[src/rtl/core/rts_pkg.sv]
`default_nettype none

package rts_pkg;

	localparam int ID_W    = 8;
	localparam int AGE_W   = 16;
	localparam int EST_W   = 24;
	localparam int STEPS_W = 16;
	localparam int ALPHA_W = 9;

	localparam logic [AGE_W-1:0] AGE_MAX = '1;

	// Policy codes; the unused code dispatches like FIFO.
	localparam logic [1:0] POL_FIFO = 2'd0;
	localparam logic [1:0] POL_HRRN = 2'd1;
	localparam logic [1:0] POL_SJF  = 2'd2;

	// Configuration register indexes.
	localparam logic CFG_POLICY = 1'b0;
	localparam logic CFG_ALPHA  = 1'b1;

	typedef enum logic [1:0] {
		CMD_ENQ  = 2'd0,
		CMD_DISP = 2'd1,
		CMD_TICK = 2'd2,
		CMD_DONE = 2'd3
	} cmd_t;

	typedef enum logic [2:0] {
		STS_ENQUEUED   = 3'd0,
		STS_DISPATCHED = 3'd1,
		STS_EMPTY      = 3'd2,
		STS_FULL       = 3'd3,
		STS_REESTIM    = 3'd4,
		STS_TICKED     = 3'd5
	} status_t;

	typedef enum logic [3:0] {
		ST_IDLE,
		ST_ENQ,
		ST_DISP,
		ST_SCAN,
		ST_PICK,
		ST_SHIFT,
		ST_TICK,
		ST_AGE,
		ST_REEST,
		ST_RESP
	} state_t;

	typedef struct packed {
		logic [ID_W-1:0]  id;
		logic [AGE_W-1:0] age;
		logic [EST_W-1:0] est;
	} entry_t;

	localparam int ENTRY_W = $bits(entry_t);

	typedef struct packed {
		logic vld;
		logic first;
	} scan_ctl_t;

endpackage

`default_nettype wire

[src/rtl/core/rts_ram.sv]
`default_nettype none

module rts_ram #(
	parameter int WIDTH = 48,
	parameter int DEPTH = 16,
	parameter int AW    = (DEPTH > 1) ? $clog2(DEPTH) : 1
) (
	input  wire logic             clk,
	input  wire logic             we,
	input  wire logic [AW-1:0]    waddr,
	input  wire logic [WIDTH-1:0] wdata,
	input  wire logic             re,
	input  wire logic [AW-1:0]    raddr,
	output logic      [WIDTH-1:0] rdata
);

	logic [WIDTH-1:0] mem [DEPTH];

	always_ff @(posedge clk) begin
		if (we) begin
			mem[waddr] <= wdata;
		end
		if (re) begin
			rdata <= mem[raddr];
		end
	end

endmodule

`default_nettype wire

[src/rtl/core/rts_scan.sv]
`default_nettype none

module rts_scan import rts_pkg::*; #(
	parameter int IW = 4
) (
	input  wire logic      clk,
	input  wire scan_ctl_t ctl,
	input  wire logic [1:0] policy,
	input  wire logic [IW-1:0] cand_idx,
	input  wire entry_t    cand,
	output entry_t         best,
	output logic [IW-1:0]  best_idx
);

	entry_t                   best_q;
	logic [IW-1:0]            best_idx_q;
	logic [AGE_W+EST_W-1:0]   lhs;
	logic [AGE_W+EST_W-1:0]   rhs;
	logic                     better;

	// Response ratios are compared by cross products; a candidate must beat
	// the best strictly, so ties stay with the older entry.
	always_comb begin
		lhs = cand.age * best_q.est;
		rhs = best_q.age * cand.est;
		case (policy)
			POL_HRRN: better = lhs > rhs;
			POL_SJF:  better = cand.est < best_q.est;
			default:  better = 1'b0;
		endcase
	end

	always_ff @(posedge clk) begin
		if (ctl.vld && (ctl.first || better)) begin
			best_q     <= cand;
			best_idx_q <= cand_idx;
		end
	end

	assign best     = best_q;
	assign best_idx = best_idx_q;

endmodule

`default_nettype wire

[src/rtl/core/rts_reest.sv]
`default_nettype none

module rts_reest import rts_pkg::*; (
	input  wire logic [ALPHA_W-1:0] alpha,
	input  wire logic [STEPS_W-1:0] steps,
	input  wire logic [EST_W-1:0]   est,
	output logic      [EST_W-1:0]   new_est
);

	localparam int SUM_W = ALPHA_W + EST_W + 1;

	logic [ALPHA_W-1:0]         a_sat;
	logic [ALPHA_W-1:0]         a_inv;
	logic [ALPHA_W+STEPS_W-1:0] p_steps;
	logic [ALPHA_W+EST_W-1:0]   p_est;
	logic [SUM_W-1:0]           acc;
	logic [SUM_W-9:0]           shifted;

	always_comb begin
		// Any weight with the top bit set means at least 1.0.
		a_sat   = alpha[ALPHA_W-1] ? ALPHA_W'(256) : alpha;
		a_inv   = ALPHA_W'(256) - a_sat;
		p_steps = a_sat * steps;
		p_est   = a_inv * est;
		acc     = SUM_W'({p_steps, 8'd0}) + SUM_W'(p_est) + SUM_W'(128);
		shifted = acc[SUM_W-1:8];
		if (shifted > (SUM_W-8)'({EST_W{1'b1}})) begin
			new_est = '1;
		end else begin
			new_est = shifted[EST_W-1:0];
		end
	end

endmodule

`default_nettype wire

[src/rtl/core/ready_table_scheduler.sv]
`default_nettype none

// Ready-table scheduler. The table lives in one single-port-read RAM and is
// kept in arrival order. Each item takes one command and gives one result.
// Enqueue, burst done and tick outside ratio mode pass through their own
// state (ST_ENQ, ST_REEST, ST_TICK) to ST_RESP. A dispatch reads the n live
// entries one per cycle to pick the winner, then moves every younger entry
// down one slot, also one per cycle. A tick in ratio mode rewrites every
// entry through the same read port. The next item is taken once the result
// sits in the output register.
module ready_table_scheduler import rts_pkg::*; #(
	parameter int TABLE_DEPTH = 16
) (
	input  wire logic               clk,
	input  wire logic               arst_n,
	input  wire logic               cfg_we,
	input  wire logic               cfg_index,
	input  wire logic [ALPHA_W-1:0] cfg_wdata,
	input  wire logic               in_valid,
	output logic                    in_ready,
	input  wire logic [1:0]         command,
	input  wire logic [ID_W-1:0]    entry_id,
	input  wire logic [EST_W-1:0]   burst_estimate,
	input  wire logic [STEPS_W-1:0] steps_taken,
	output logic                    out_valid,
	input  wire logic               out_ready,
	output logic [2:0]              status,
	output logic [ID_W-1:0]         result_id,
	output logic [EST_W-1:0]        result_estimate
);

	localparam int IW = (TABLE_DEPTH > 1) ? $clog2(TABLE_DEPTH) : 1;
	localparam int CW = $clog2(TABLE_DEPTH + 1);
	localparam logic [CW-1:0] DEPTH_C = CW'(TABLE_DEPTH);

	state_t              state_q, state_d;
	logic [ID_W-1:0]     eid_q;
	logic [EST_W-1:0]    est_in_q;
	logic [STEPS_W-1:0]  steps_q;
	logic [CW-1:0]       count_q;
	logic [CW-1:0]       ptr_q;
	logic [CW-1:0]       ptr_m1;
	logic                pend_s1;
	logic [IW-1:0]       pend_addr_s1;
	logic [ID_W-1:0]     run_id_q;
	logic [EST_W-1:0]    run_est_q;
	logic [1:0]          policy_q;
	logic [ALPHA_W-1:0]  alpha_q;
	status_t             res_status_q;
	logic [ID_W-1:0]     res_id_q;
	logic [EST_W-1:0]    res_est_q;
	logic                out_valid_q;
	logic [2:0]          status_q;
	logic [ID_W-1:0]     result_id_q;
	logic [EST_W-1:0]    result_est_q;

	logic                ram_we, ram_re;
	logic [IW-1:0]       ram_waddr, ram_raddr;
	entry_t              ram_wdata, ram_rdata;
	scan_ctl_t           scan_ctl;
	entry_t              best;
	logic [IW-1:0]       best_idx;
	logic [EST_W-1:0]    new_est;
	logic                in_acc;
	logic                out_load;
	logic                rd_more;

	assign in_ready = (state_q == ST_IDLE);
	assign in_acc   = in_valid && in_ready;
	assign out_load = (state_q == ST_RESP) && (!out_valid_q || out_ready);
	assign ptr_m1   = ptr_q - CW'(1);
	assign rd_more  = ptr_q < count_q;

	rts_ram #(
		.WIDTH (ENTRY_W),
		.DEPTH (TABLE_DEPTH),
		.AW    (IW)
	) u_ram (
		.clk   (clk),
		.we    (ram_we),
		.waddr (ram_waddr),
		.wdata (ram_wdata),
		.re    (ram_re),
		.raddr (ram_raddr),
		.rdata (ram_rdata)
	);

	rts_scan #(
		.IW (IW)
	) u_scan (
		.clk      (clk),
		.ctl      (scan_ctl),
		.policy   (policy_q),
		.cand_idx (ptr_m1[IW-1:0]),
		.cand     (ram_rdata),
		.best     (best),
		.best_idx (best_idx)
	);

	rts_reest u_reest (
		.alpha   (alpha_q),
		.steps   (steps_q),
		.est     (run_est_q),
		.new_est (new_est)
	);

	always_comb begin
		state_d = state_q;
		case (state_q)
			ST_IDLE: begin
				if (in_valid) begin
					case (cmd_t'(command))
						CMD_ENQ:  state_d = ST_ENQ;
						CMD_DISP: state_d = ST_DISP;
						CMD_TICK: state_d = ST_TICK;
						default:  state_d = ST_REEST;
					endcase
				end
			end
			ST_ENQ:   state_d = ST_RESP;
			ST_DISP:  state_d = (count_q == '0) ? ST_RESP : ST_SCAN;
			ST_SCAN:  state_d = (ptr_q == count_q) ? ST_PICK : ST_SCAN;
			ST_PICK:  state_d = ST_SHIFT;
			ST_SHIFT: state_d = rd_more ? ST_SHIFT : ST_RESP;
			ST_TICK:  state_d = (policy_q == POL_HRRN) ? ST_AGE : ST_RESP;
			ST_AGE:   state_d = rd_more ? ST_AGE : ST_RESP;
			ST_REEST: state_d = ST_RESP;
			ST_RESP:  state_d = out_load ? ST_IDLE : ST_RESP;
			default:  state_d = ST_IDLE;
		endcase
	end

	always_comb begin
		ram_re         = 1'b0;
		ram_raddr      = ptr_q[IW-1:0];
		ram_we         = 1'b0;
		ram_waddr      = pend_addr_s1;
		ram_wdata      = ram_rdata;
		scan_ctl.vld   = 1'b0;
		scan_ctl.first = 1'b0;
		case (state_q)
			ST_ENQ: begin
				ram_we         = count_q < DEPTH_C;
				ram_waddr      = count_q[IW-1:0];
				ram_wdata.id   = eid_q;
				ram_wdata.age  = '0;
				ram_wdata.est  = est_in_q;
			end
			ST_SCAN: begin
				ram_re         = rd_more;
				scan_ctl.vld   = ptr_q != '0;
				scan_ctl.first = ptr_q == CW'(1);
			end
			ST_SHIFT: begin
				ram_re = rd_more;
				ram_we = pend_s1;
			end
			ST_AGE: begin
				ram_re = rd_more;
				ram_we = pend_s1;
				if (ram_rdata.age != AGE_MAX) begin
					ram_wdata.age = ram_rdata.age + AGE_W'(1);
				end
			end
			default: begin
			end
		endcase
	end

	always_ff @(posedge clk or negedge arst_n) begin
		if (!arst_n) begin
			state_q     <= ST_IDLE;
			count_q     <= '0;
			ptr_q       <= '0;
			pend_s1     <= 1'b0;
			run_id_q    <= '0;
			run_est_q   <= '0;
			policy_q    <= POL_FIFO;
			alpha_q     <= ALPHA_W'(128);
			out_valid_q <= 1'b0;
		end else begin
			state_q <= state_d;
			if (cfg_we) begin
				case (cfg_index)
					CFG_POLICY: policy_q <= cfg_wdata[1:0];
					CFG_ALPHA:  alpha_q  <= cfg_wdata;
					default: begin
					end
				endcase
			end
			case (state_q)
				ST_IDLE: begin
					ptr_q   <= '0;
					pend_s1 <= 1'b0;
				end
				ST_ENQ: begin
					if (count_q < DEPTH_C) begin
						count_q <= count_q + CW'(1);
					end
				end
				ST_SCAN: ptr_q <= ptr_q + CW'(1);
				ST_PICK: begin
					ptr_q     <= CW'(best_idx) + CW'(1);
					pend_s1   <= 1'b0;
					run_id_q  <= best.id;
					run_est_q <= best.est;
				end
				ST_SHIFT, ST_AGE: begin
					pend_s1 <= ram_re;
					if (ram_re) begin
						ptr_q <= ptr_q + CW'(1);
					end
					if (state_q == ST_SHIFT && !rd_more) begin
						count_q <= count_q - CW'(1);
					end
				end
				ST_REEST: run_est_q <= new_est;
				default: begin
				end
			endcase
			if (out_load) begin
				out_valid_q <= 1'b1;
			end else if (out_ready) begin
				out_valid_q <= 1'b0;
			end
		end
	end

	always_ff @(posedge clk) begin
		if (in_acc) begin
			eid_q    <= entry_id;
			est_in_q <= burst_estimate;
			steps_q  <= steps_taken;
		end
		if (state_q == ST_SHIFT || state_q == ST_AGE) begin
			// Compaction moves an entry one slot down; aging writes it in place.
			pend_addr_s1 <= (state_q == ST_SHIFT) ? ptr_m1[IW-1:0] : ptr_q[IW-1:0];
		end
		case (state_q)
			ST_ENQ: begin
				if (count_q < DEPTH_C) begin
					res_status_q <= STS_ENQUEUED;
					res_id_q     <= eid_q;
					res_est_q    <= est_in_q;
				end else begin
					res_status_q <= STS_FULL;
					res_id_q     <= '0;
					res_est_q    <= '0;
				end
			end
			ST_DISP: begin
				res_status_q <= STS_EMPTY;
				res_id_q     <= '0;
				res_est_q    <= '0;
			end
			ST_PICK: begin
				res_status_q <= STS_DISPATCHED;
				res_id_q     <= best.id;
				res_est_q    <= best.est;
			end
			ST_TICK: begin
				res_status_q <= STS_TICKED;
				res_id_q     <= '0;
				res_est_q    <= '0;
			end
			ST_REEST: begin
				res_status_q <= STS_REESTIM;
				res_id_q     <= run_id_q;
				res_est_q    <= new_est;
			end
			default: begin
			end
		endcase
		if (out_load) begin
			status_q     <= res_status_q;
			result_id_q  <= res_id_q;
			result_est_q <= res_est_q;
		end
	end

	assign out_valid       = out_valid_q;
	assign status          = status_q;
	assign result_id       = result_id_q;
	assign result_estimate = result_est_q;

	assert property (@(posedge clk) disable iff (!arst_n)
		count_q <= DEPTH_C)
		else $error("entry count exceeds table depth");

	assert property (@(posedge clk) disable iff (!arst_n)
		(ram_we && state_q != ST_ENQ) |-> (CW'(ram_waddr) < count_q))
		else $error("table write outside live entries");

	assert property (@(posedge clk) disable iff (!arst_n)
		(state_q == ST_SHIFT && !rd_more) |=> (count_q == $past(count_q) - CW'(1)))
		else $error("dispatch did not remove exactly one entry");

	assert property (@(posedge clk) disable iff (!arst_n)
		(state_q == ST_IDLE) |-> !ram_we)
		else $error("table written while idle");

endmodule

`default_nettype wire

[config.mk]
export PLATFORM = sky130hd
export DESIGN_NAME = ready_table_scheduler
export DESIGN_NICKNAME = d
export VERILOG_FILES = /design/src/rtl/core/rts_pkg.sv /design/src/rtl/core/rts_ram.sv /design/src/rtl/core/rts_scan.sv /design/src/rtl/core/rts_reest.sv /design/src/rtl/core/ready_table_scheduler.sv
export SDC_FILE = /design/constraint.sdc
export NUM_CORES = 2
export LEC_CHECK = 0
export BUFFER_PORTS_ARGS = -buffer_cell sky130_fd_sc_hd__buf_4
export CAP_MARGIN = 20
export CORE_MARGIN = 2
export CORE_UTILIZATION = 45
export DETAILED_ROUTE_END_ITERATION = 8
export PLACE_DENSITY = 0.67
export RECOVER_POWER = 25
export SLEW_MARGIN = 20
export SYNTH_ARGS = -nofsm -noshare
export SYNTH_HDL_FRONTEND = slang
export SYNTH_SLANG_ARGS = --single-unit
[constraint.sdc]
create_clock -name clk -period 12.2 [get_ports clk]
set_input_delay 2.44 -clock clk [delete_from_list [all_inputs] [get_ports clk]]
set_output_delay 2.44 -clock clk [all_outputs]
set_load 0.02 [all_outputs]
* Word level (Yosys, flattened, before mapping)
Memory sizes are Yosys's and may differ from the RTL's. A register that Yosys moved wholly into a read port is not among the register bits. Cells that the tools add are included.
Word-level totals: input bits 65, bits in writable memories 768, memories kept 1, register bits 233, word-level logic and storage cells 130
Memory list:
- u_ram.mem | depth 16, bits a word 48, rd ports 1, clocked after Yosys merged registers in 1, wr ports 1, line rts_ram.sv:17 | logic [WIDTH-1:0] mem [DEPTH];
Operators by class: mux-type cells 38, magnitude comparators 5, eq/ne operators 20, $add $sub $neg 9, reduce and logical (&&, ||, !) cells 29, multipliers 4, bitwise gates (word level) 1
Operator list (number):
- $pmux W24 S4 | 1
- $mul A16 B24 Y40 | 2
- $mux W24 | 3
- $pmux W24 S2 | 1
- $gt A40 B40 Y1 | 1
- $pmux W4 S9 | 1
- $add A33 B33 Y34 | 1
- $add A34 B8 Y34 const B | 1
- $mul A9 B24 Y33 | 1
- $mux W4 | 8
- $pmux W16 S2 | 1
- $pmux W8 S4 | 1
- $gt A26 B24 Y1 const B | 1
- $mul A9 B16 Y25 | 1
- $lt A24 B24 Y1 | 1
- $pmux W5 S4 | 1
- $add A16 B1 Y16 const B | 1
- $eq A4 B3 Y1 const B | 4
- $mux W16 | 1
- $mux W8 | 2
- $ne A16 B16 Y1 const B | 1
- $mux W5 | 3
- $pmux W3 S5 | 1
- $pmux W4 S3 | 1
- 36 further kinds | 66

* Depth between registers and ports, before layout
depth after elaboration 8, mapped depth 38, mapped depth without buffers 37

* By module
From an unflattened synthesis, not the netlist that was laid out.
Unflattened totals: cell total of the unflattened synthesis 6443, area total of the unflattened synthesis 77808.4 um^2
Modules (own cells, without submodules):
- rts_ram | area an instance 30171.4 um^2, cells an instance 1242, seq. area each 24503.5 um^2, times used 1
- rts_scan | area an instance 27677.8 um^2, cells an instance 3123, seq. area each 1561.5 um^2, times used 1
- rts_reest | area an instance 11720.0 um^2, cells an instance 1379, seq. area each 0.0 um^2, times used 1
- ready_table_scheduler | area an instance 8239.2 um^2, cells an instance 699, seq. area each 5141.2 um^2, times used 1

* Least setup slack after synthesis
No wires, ideal clock.
path type register to register, from register u_ram.rdata[25], read port of u_ram.mem, to register u_scan.best_q (netlist bit u_scan.best[0]), enable pin, arrival 9.775 ns, cell stages (with the launch flop) 30, required time 11.724 ns, slack 1.949 ns, path through edfxtp_1 > clkbuf_1 > clkbuf_1 > nand2_1 > fa_1 > fa_1 > inv_1 > fa_1 > inv_1 > fa_1 > fa_1 > fa_1 > inv_1 > ha_1 > a21oi_1 > o21ai_0 > o21bai_1 > a2111oi_0 > nor3_1 > a221o_1 > a31o_1 > a21oi_1 > xnor2_1 > ha_1 > nand4_1 > nor4_1 > a221oi_1 > o31ai_1 > a221oi_1 > o211ai_1
On the way: longest elaborated chain between the ends 5
Ends and longest elaborated chain:
- start, declared | line rts_ram.sv:14 | output logic [WIDTH-1:0] rdata
- $mul A16 B24 Y40 | line rts_scan.sv:24 | lhs = cand.age * best_q.est;
- $gt A40 B40 Y1 | line rts_scan.sv:27 | POL_HRRN: better = lhs > rhs;
- $pmux W1 S2 | line rts_scan.sv:26 | case (policy)
- $logic_or A1 B1 Y1 | line rts_scan.sv:34 | if (ctl.vld && (ctl.first || better)) begin
- $logic_and A1 B1 Y1 | line rts_scan.sv:34
- end signal, assigned | line rts_scan.sv:35 | best_q <= cand;
- end, declared | line rts_scan.sv:15 | entry_t best_q;
Every way passes these cells. A chain may end at the register's enable or synchronous reset.

* Worst setup path in the final report
from register u_ram.rdata[31], read port of u_ram.mem, to register u_scan.best_q (netlist bit u_scan.best[46]), enable pin
The elaborated chain is that of the path after synthesis.

==> results summary <==
The run finished, with violations left. The checks that failed: capacitance limit, slew limit. The number of inserted filler cells in the final layout came out at approximately 15000.

The total number of placement rows came out at between 150 and 200. The number of nets in the finished design came out at ~7700. By startpoint and endpoint, the worst setup path is classified as flop to flop.

The largest fanout on the critical path is 34. The deepest clock path buffer count is 3. The count of boundary I/O pins came out at around 100. Global routing finished with a remaining overflow of 0. The fraction of synthesized cell area taken by the top area cell type is between 30% and 40%. The capturing element type of the critical path is a flop. The tool flagged a number of max-cap violations equal to 13. The adder-cell area share of the yosys netlist came out at just under 30%.

The combined area of the multi-input logic cells is between 0.04 and 0.05 mm^2. The portion of the post-synthesis area used by sequential elements is 40.4%. The register area came out at 0.0312 mm^2. After detailed routing, no signal wire sits above met4. TritonCTS built the clock tree. The total clock sinks is between 1000 and 1500. The initial standard-cell utilization of the core came out at ~45%. By area, the combinational part of the netlist is dominated by adder cells. For the worst-skew pair, the clock arrives at the later sink with an insertion delay of approximately 0.7 ns.

Counting distinct cell types in the post-synthesis netlist gives 77. STA classifies the critical path startpoint as a flop. The number of antenna violations at the first check in global routing is 8. The amount of wire on met3 after detailed routing is 14900 um. The data required time at the worst endpoint is between 10 and 15 ns. The count of buffers inserted at the top-level ports came out at 101. The met1 wire length came out at between 70000 and 80000 um.

After synthesis, the most frequently instantiated cells are sky130_fd_sc_hd__inv_1, sky130_fd_sc_hd__edfxtp_1, sky130_fd_sc_hd__fa_1. Setup repair after global routing left no endpoint under its margin. The register bit count reported by yosys is ~1000. The tightest min-delay check is of the flop to flop type.

Yosys attributes the largest share of cell area to sky130_fd_sc_hd__edfxtp_1, sky130_fd_sc_hd__fa_1, sky130_fd_sc_hd__mux4_2, sky130_fd_sc_hd__ha_1, sky130_fd_sc_hd__inv_1. The HPWL after detailed placement is roughly 140000 um. TritonCTS created approximately 100 clock buffers. After routing, the total negative slack on setup checks comes to 0 ns.

The wire length of the first global-routing pass is roughly 300000 um. The quantity of hold-fixing buffers added after cts is 0. Counting stages on the worst path, the most repeated cell is sky130_fd_sc_hd__fa_1.

On the critical path, the stage with the largest delay is an instance of sky130_fd_sc_hd__clkbuf_1. The H-tree depth reported by CTS came out at 3. The total core area is ~0.17 mm^2. The y dimension of the die is around 420 um. The total number of vias is approximately 48000. The compound-gate portion of the synthesized area is under 10%. The measured slew at the worst slew-check pin came out at between 4 and 5 ns. The count of final setup violators came out at 0. By instance count, the leading cell after synthesis is sky130_fd_sc_hd__inv_1. The post-synthesis simple-gate area fraction is 10.3%. In the detailed route, the total length drawn on met2 is ~96000 um.

The count of nets left with antenna violations after detail routing is 0. The maximum clock skew at final layout is 0.0306 ns. Dividing the final minimum period by the clock period gives around 87%. The number of global-route vias before repair came out at 50300.

The post-synth net total is around 7600. The pin count of the biggest net entering global routing came out at 60. Along the worst hold path, the cell count comes to 0.

In the synthesized netlist the dominant register cell turns out to be sky130_fd_sc_hd__edfxtp_1. The first detailed-routing pass ran for 9 iterations. The number of remaining DRC errors came out at 0. The average instance in the mapped netlist occupies about 12 um^2. The tree is rooted in a sky130_fd_sc_hd__clkbuf_16. The fraction of final layout cells with drive strength greater than 1 is roughly a tenth. The mean number of vias per cell is between 5 and 6. The placer's final routability congestion estimate is roughly 0.91. The number of pins exceeding their max-slew limit in the final report came out at 420. The async set-reset flop share out of synthesis came out at between 5 and 6%. The mapped netlist covers 0.0773 mm^2. The cell count after synthesis came out at roughly 6300. The biggest area contributor in the post-synthesis netlist is sky130_fd_sc_hd__edfxtp_1. The floorplan step set the die width to 419 um.

After detailed routing, the average wire length per cell comes to ~23 um. The depth of the worst register-to-register path came out at 32. The arrival time reported for the critical path endpoint came out at about 11 ns. Buffers added to address setup during post-CTS repair amount to 0. The die covers 0.175 mm^2.

Summed over all layers, the routed wires come to about 200000 um. The number of synthesized flops with an enable pin is 990. Clock-pin slew was measured on the worst setup and hold paths at ~0.06 ns.

The maximum single-stage delay on the critical path is about 1.7 ns. The number of gates resized after CTS was 0. The post-route minimum period came out at around 11 ns.

The growth of design area from synthesis to finish came out at 8.46%. Headroom to the max-slew limit came out at -171%. In this run, the number of DRC markers left after iteration 0 of detailed routing was 4521. Multiplexer cells account for around 7.4% of the synthesized area. The global routing usage summed across all routing layers came out at 22.9%.

The share of the synthesized netlist area taken by xor and xnor gates came out at between 1 and 1.5%. The peak clock frequency supported by timing came out at between 90 and 100 MHz. During synthesis, Yosys emitted a total of 0 warnings.

The final number of hold-violating endpoints came out at 0.
worst max-delay path, delay by kind of cell, from the launching register on:
kind            cells  cell delay [ns]
flops               1             0.34
fa+ha+maj           8             3.76
compound gates      9             1.90
simple gates        8             1.69
buf+inv             7             2.47
final cells by class:
type | count | area share (%)
well taps | 2233 | 3.33
clock inverters | 54 | 0.527
inverters | 1083 | 4.85
diodes | 2 | 0.00597
flip-flops and latches | 1049 | 37.2
multi-input cells | 3860 | 49.0
repair buffers | 212 | 1.72
clock buffers | 136 | 3.33
registers in the layout, indices dropped and copies added (netlist names), 2 cells and up:
name and count:
result_id 8, status 3, policy_q 2, est_in_q 24, alpha_q 9, u_scan.best 48
ptr_q 5, u_ram.rdata 48, steps_q 16, count_q 5, run_est_q 24, state_q 4
res_id_q 8, res_est_q 24, u_scan.best_idx 4, eid_q 8, result_estimate 24, run_id_q 8
u_ram.mem 768, pend_addr_s1 4, res_status_q 3
cell families (layout without fill, tap and decap cells):
kind of cell | after synthesis | count (layout)
xor+xnor | 130 | 130
mux | 268 | 268
other cells | 0 | 2
flops | 1049 | 1049
compound gates | 494 | 494
fa+ha+maj | 1296 | 1296
buf+inv | 1378 | 1485
simple gates | 1672 | 1672
routing by layer:
layer  global-route usage [%]  vias up
li1                         -    20700
met1                     31.0    25000
met2                     37.8     2011
met3                     3.08      359
met4                     8.43        0
met5                        0        -
placed cells by master (no fill, tap or decap), types with 7 or more instances in the layout:
master and instances:
sky130_fd_sc_hd__or3_1 15, sky130_fd_sc_hd__nand2_1 880, sky130_fd_sc_hd__a21oi_1 123, sky130_fd_sc_hd__nor2_4 16, sky130_fd_sc_hd__clkbuf_4 37, sky130_fd_sc_hd__o21ai_1 42
sky130_fd_sc_hd__clkbuf_1 76, sky130_fd_sc_hd__nand2b_1 28, sky130_fd_sc_hd__and3_1 13, sky130_fd_sc_hd__clkbuf_16 104, sky130_fd_sc_hd__nor2_1 89, sky130_fd_sc_hd__mux2_2 18
sky130_fd_sc_hd__xnor2_1 81, sky130_fd_sc_hd__clkinv_2 18, sky130_fd_sc_hd__nand3_1 45, sky130_fd_sc_hd__a31oi_1 7, sky130_fd_sc_hd__nor2b_1 37, sky130_fd_sc_hd__o21a_1 19
sky130_fd_sc_hd__edfxtp_1 990, sky130_fd_sc_hd__fa_1 891, sky130_fd_sc_hd__nor3_1 28, sky130_fd_sc_hd__xor2_1 48, sky130_fd_sc_hd__a222oi_1 8, sky130_fd_sc_hd__nand4_1 29
sky130_fd_sc_hd__a21o_1 114, sky130_fd_sc_hd__o21ai_0 82, sky130_fd_sc_hd__mux4_2 240, sky130_fd_sc_hd__inv_1 1083, sky130_fd_sc_hd__ha_1 405, sky130_fd_sc_hd__clkbuf_8 7
sky130_fd_sc_hd__o21bai_1 13, sky130_fd_sc_hd__clkinv_1 22, sky130_fd_sc_hd__buf_4 122, sky130_fd_sc_hd__and2_1 468, sky130_fd_sc_hd__a211oi_1 11, sky130_fd_sc_hd__dfrtp_1 55
through the flow:
stage               utilization, %  std cells  hold WS (ns)  setup slack, ns  instance area, um^2
detailed placement            47.2       8436         0.405             2.75                80800
CTS                           49.1       8626         0.395             2.70                84100
global route                  49.0       8629         0.406             1.06                83900
global placement              47.2       8433         0.402             2.88                80800
finish                        49.0       8629         0.399             1.56                83900
floorplan                        -       6287         0.400             1.95                77300
path summary, 6_finish.rpt:
kind / startpoint / end / slack (ns)
min in group asynchronous: arst_n / alpha_q[0] / 3.09
max in group asynchronous: arst_n / ptr_q[2] / 6.41
setup reg to reg: u_ram.rdata[31] / u_scan.best[46] / 1.56
setup / recovery: u_ram.rdata[31] / u_scan.best[46] / 1.56
hold reg to reg: res_est_q[23] / result_estimate[23] / 0.40
hold / removal: res_est_q[23] / result_estimate[23] / 0.40
Power is left out: the tool's default activity adds up to more than one toggle a clock period on the data nets, which glitch-free logic cannot reach.
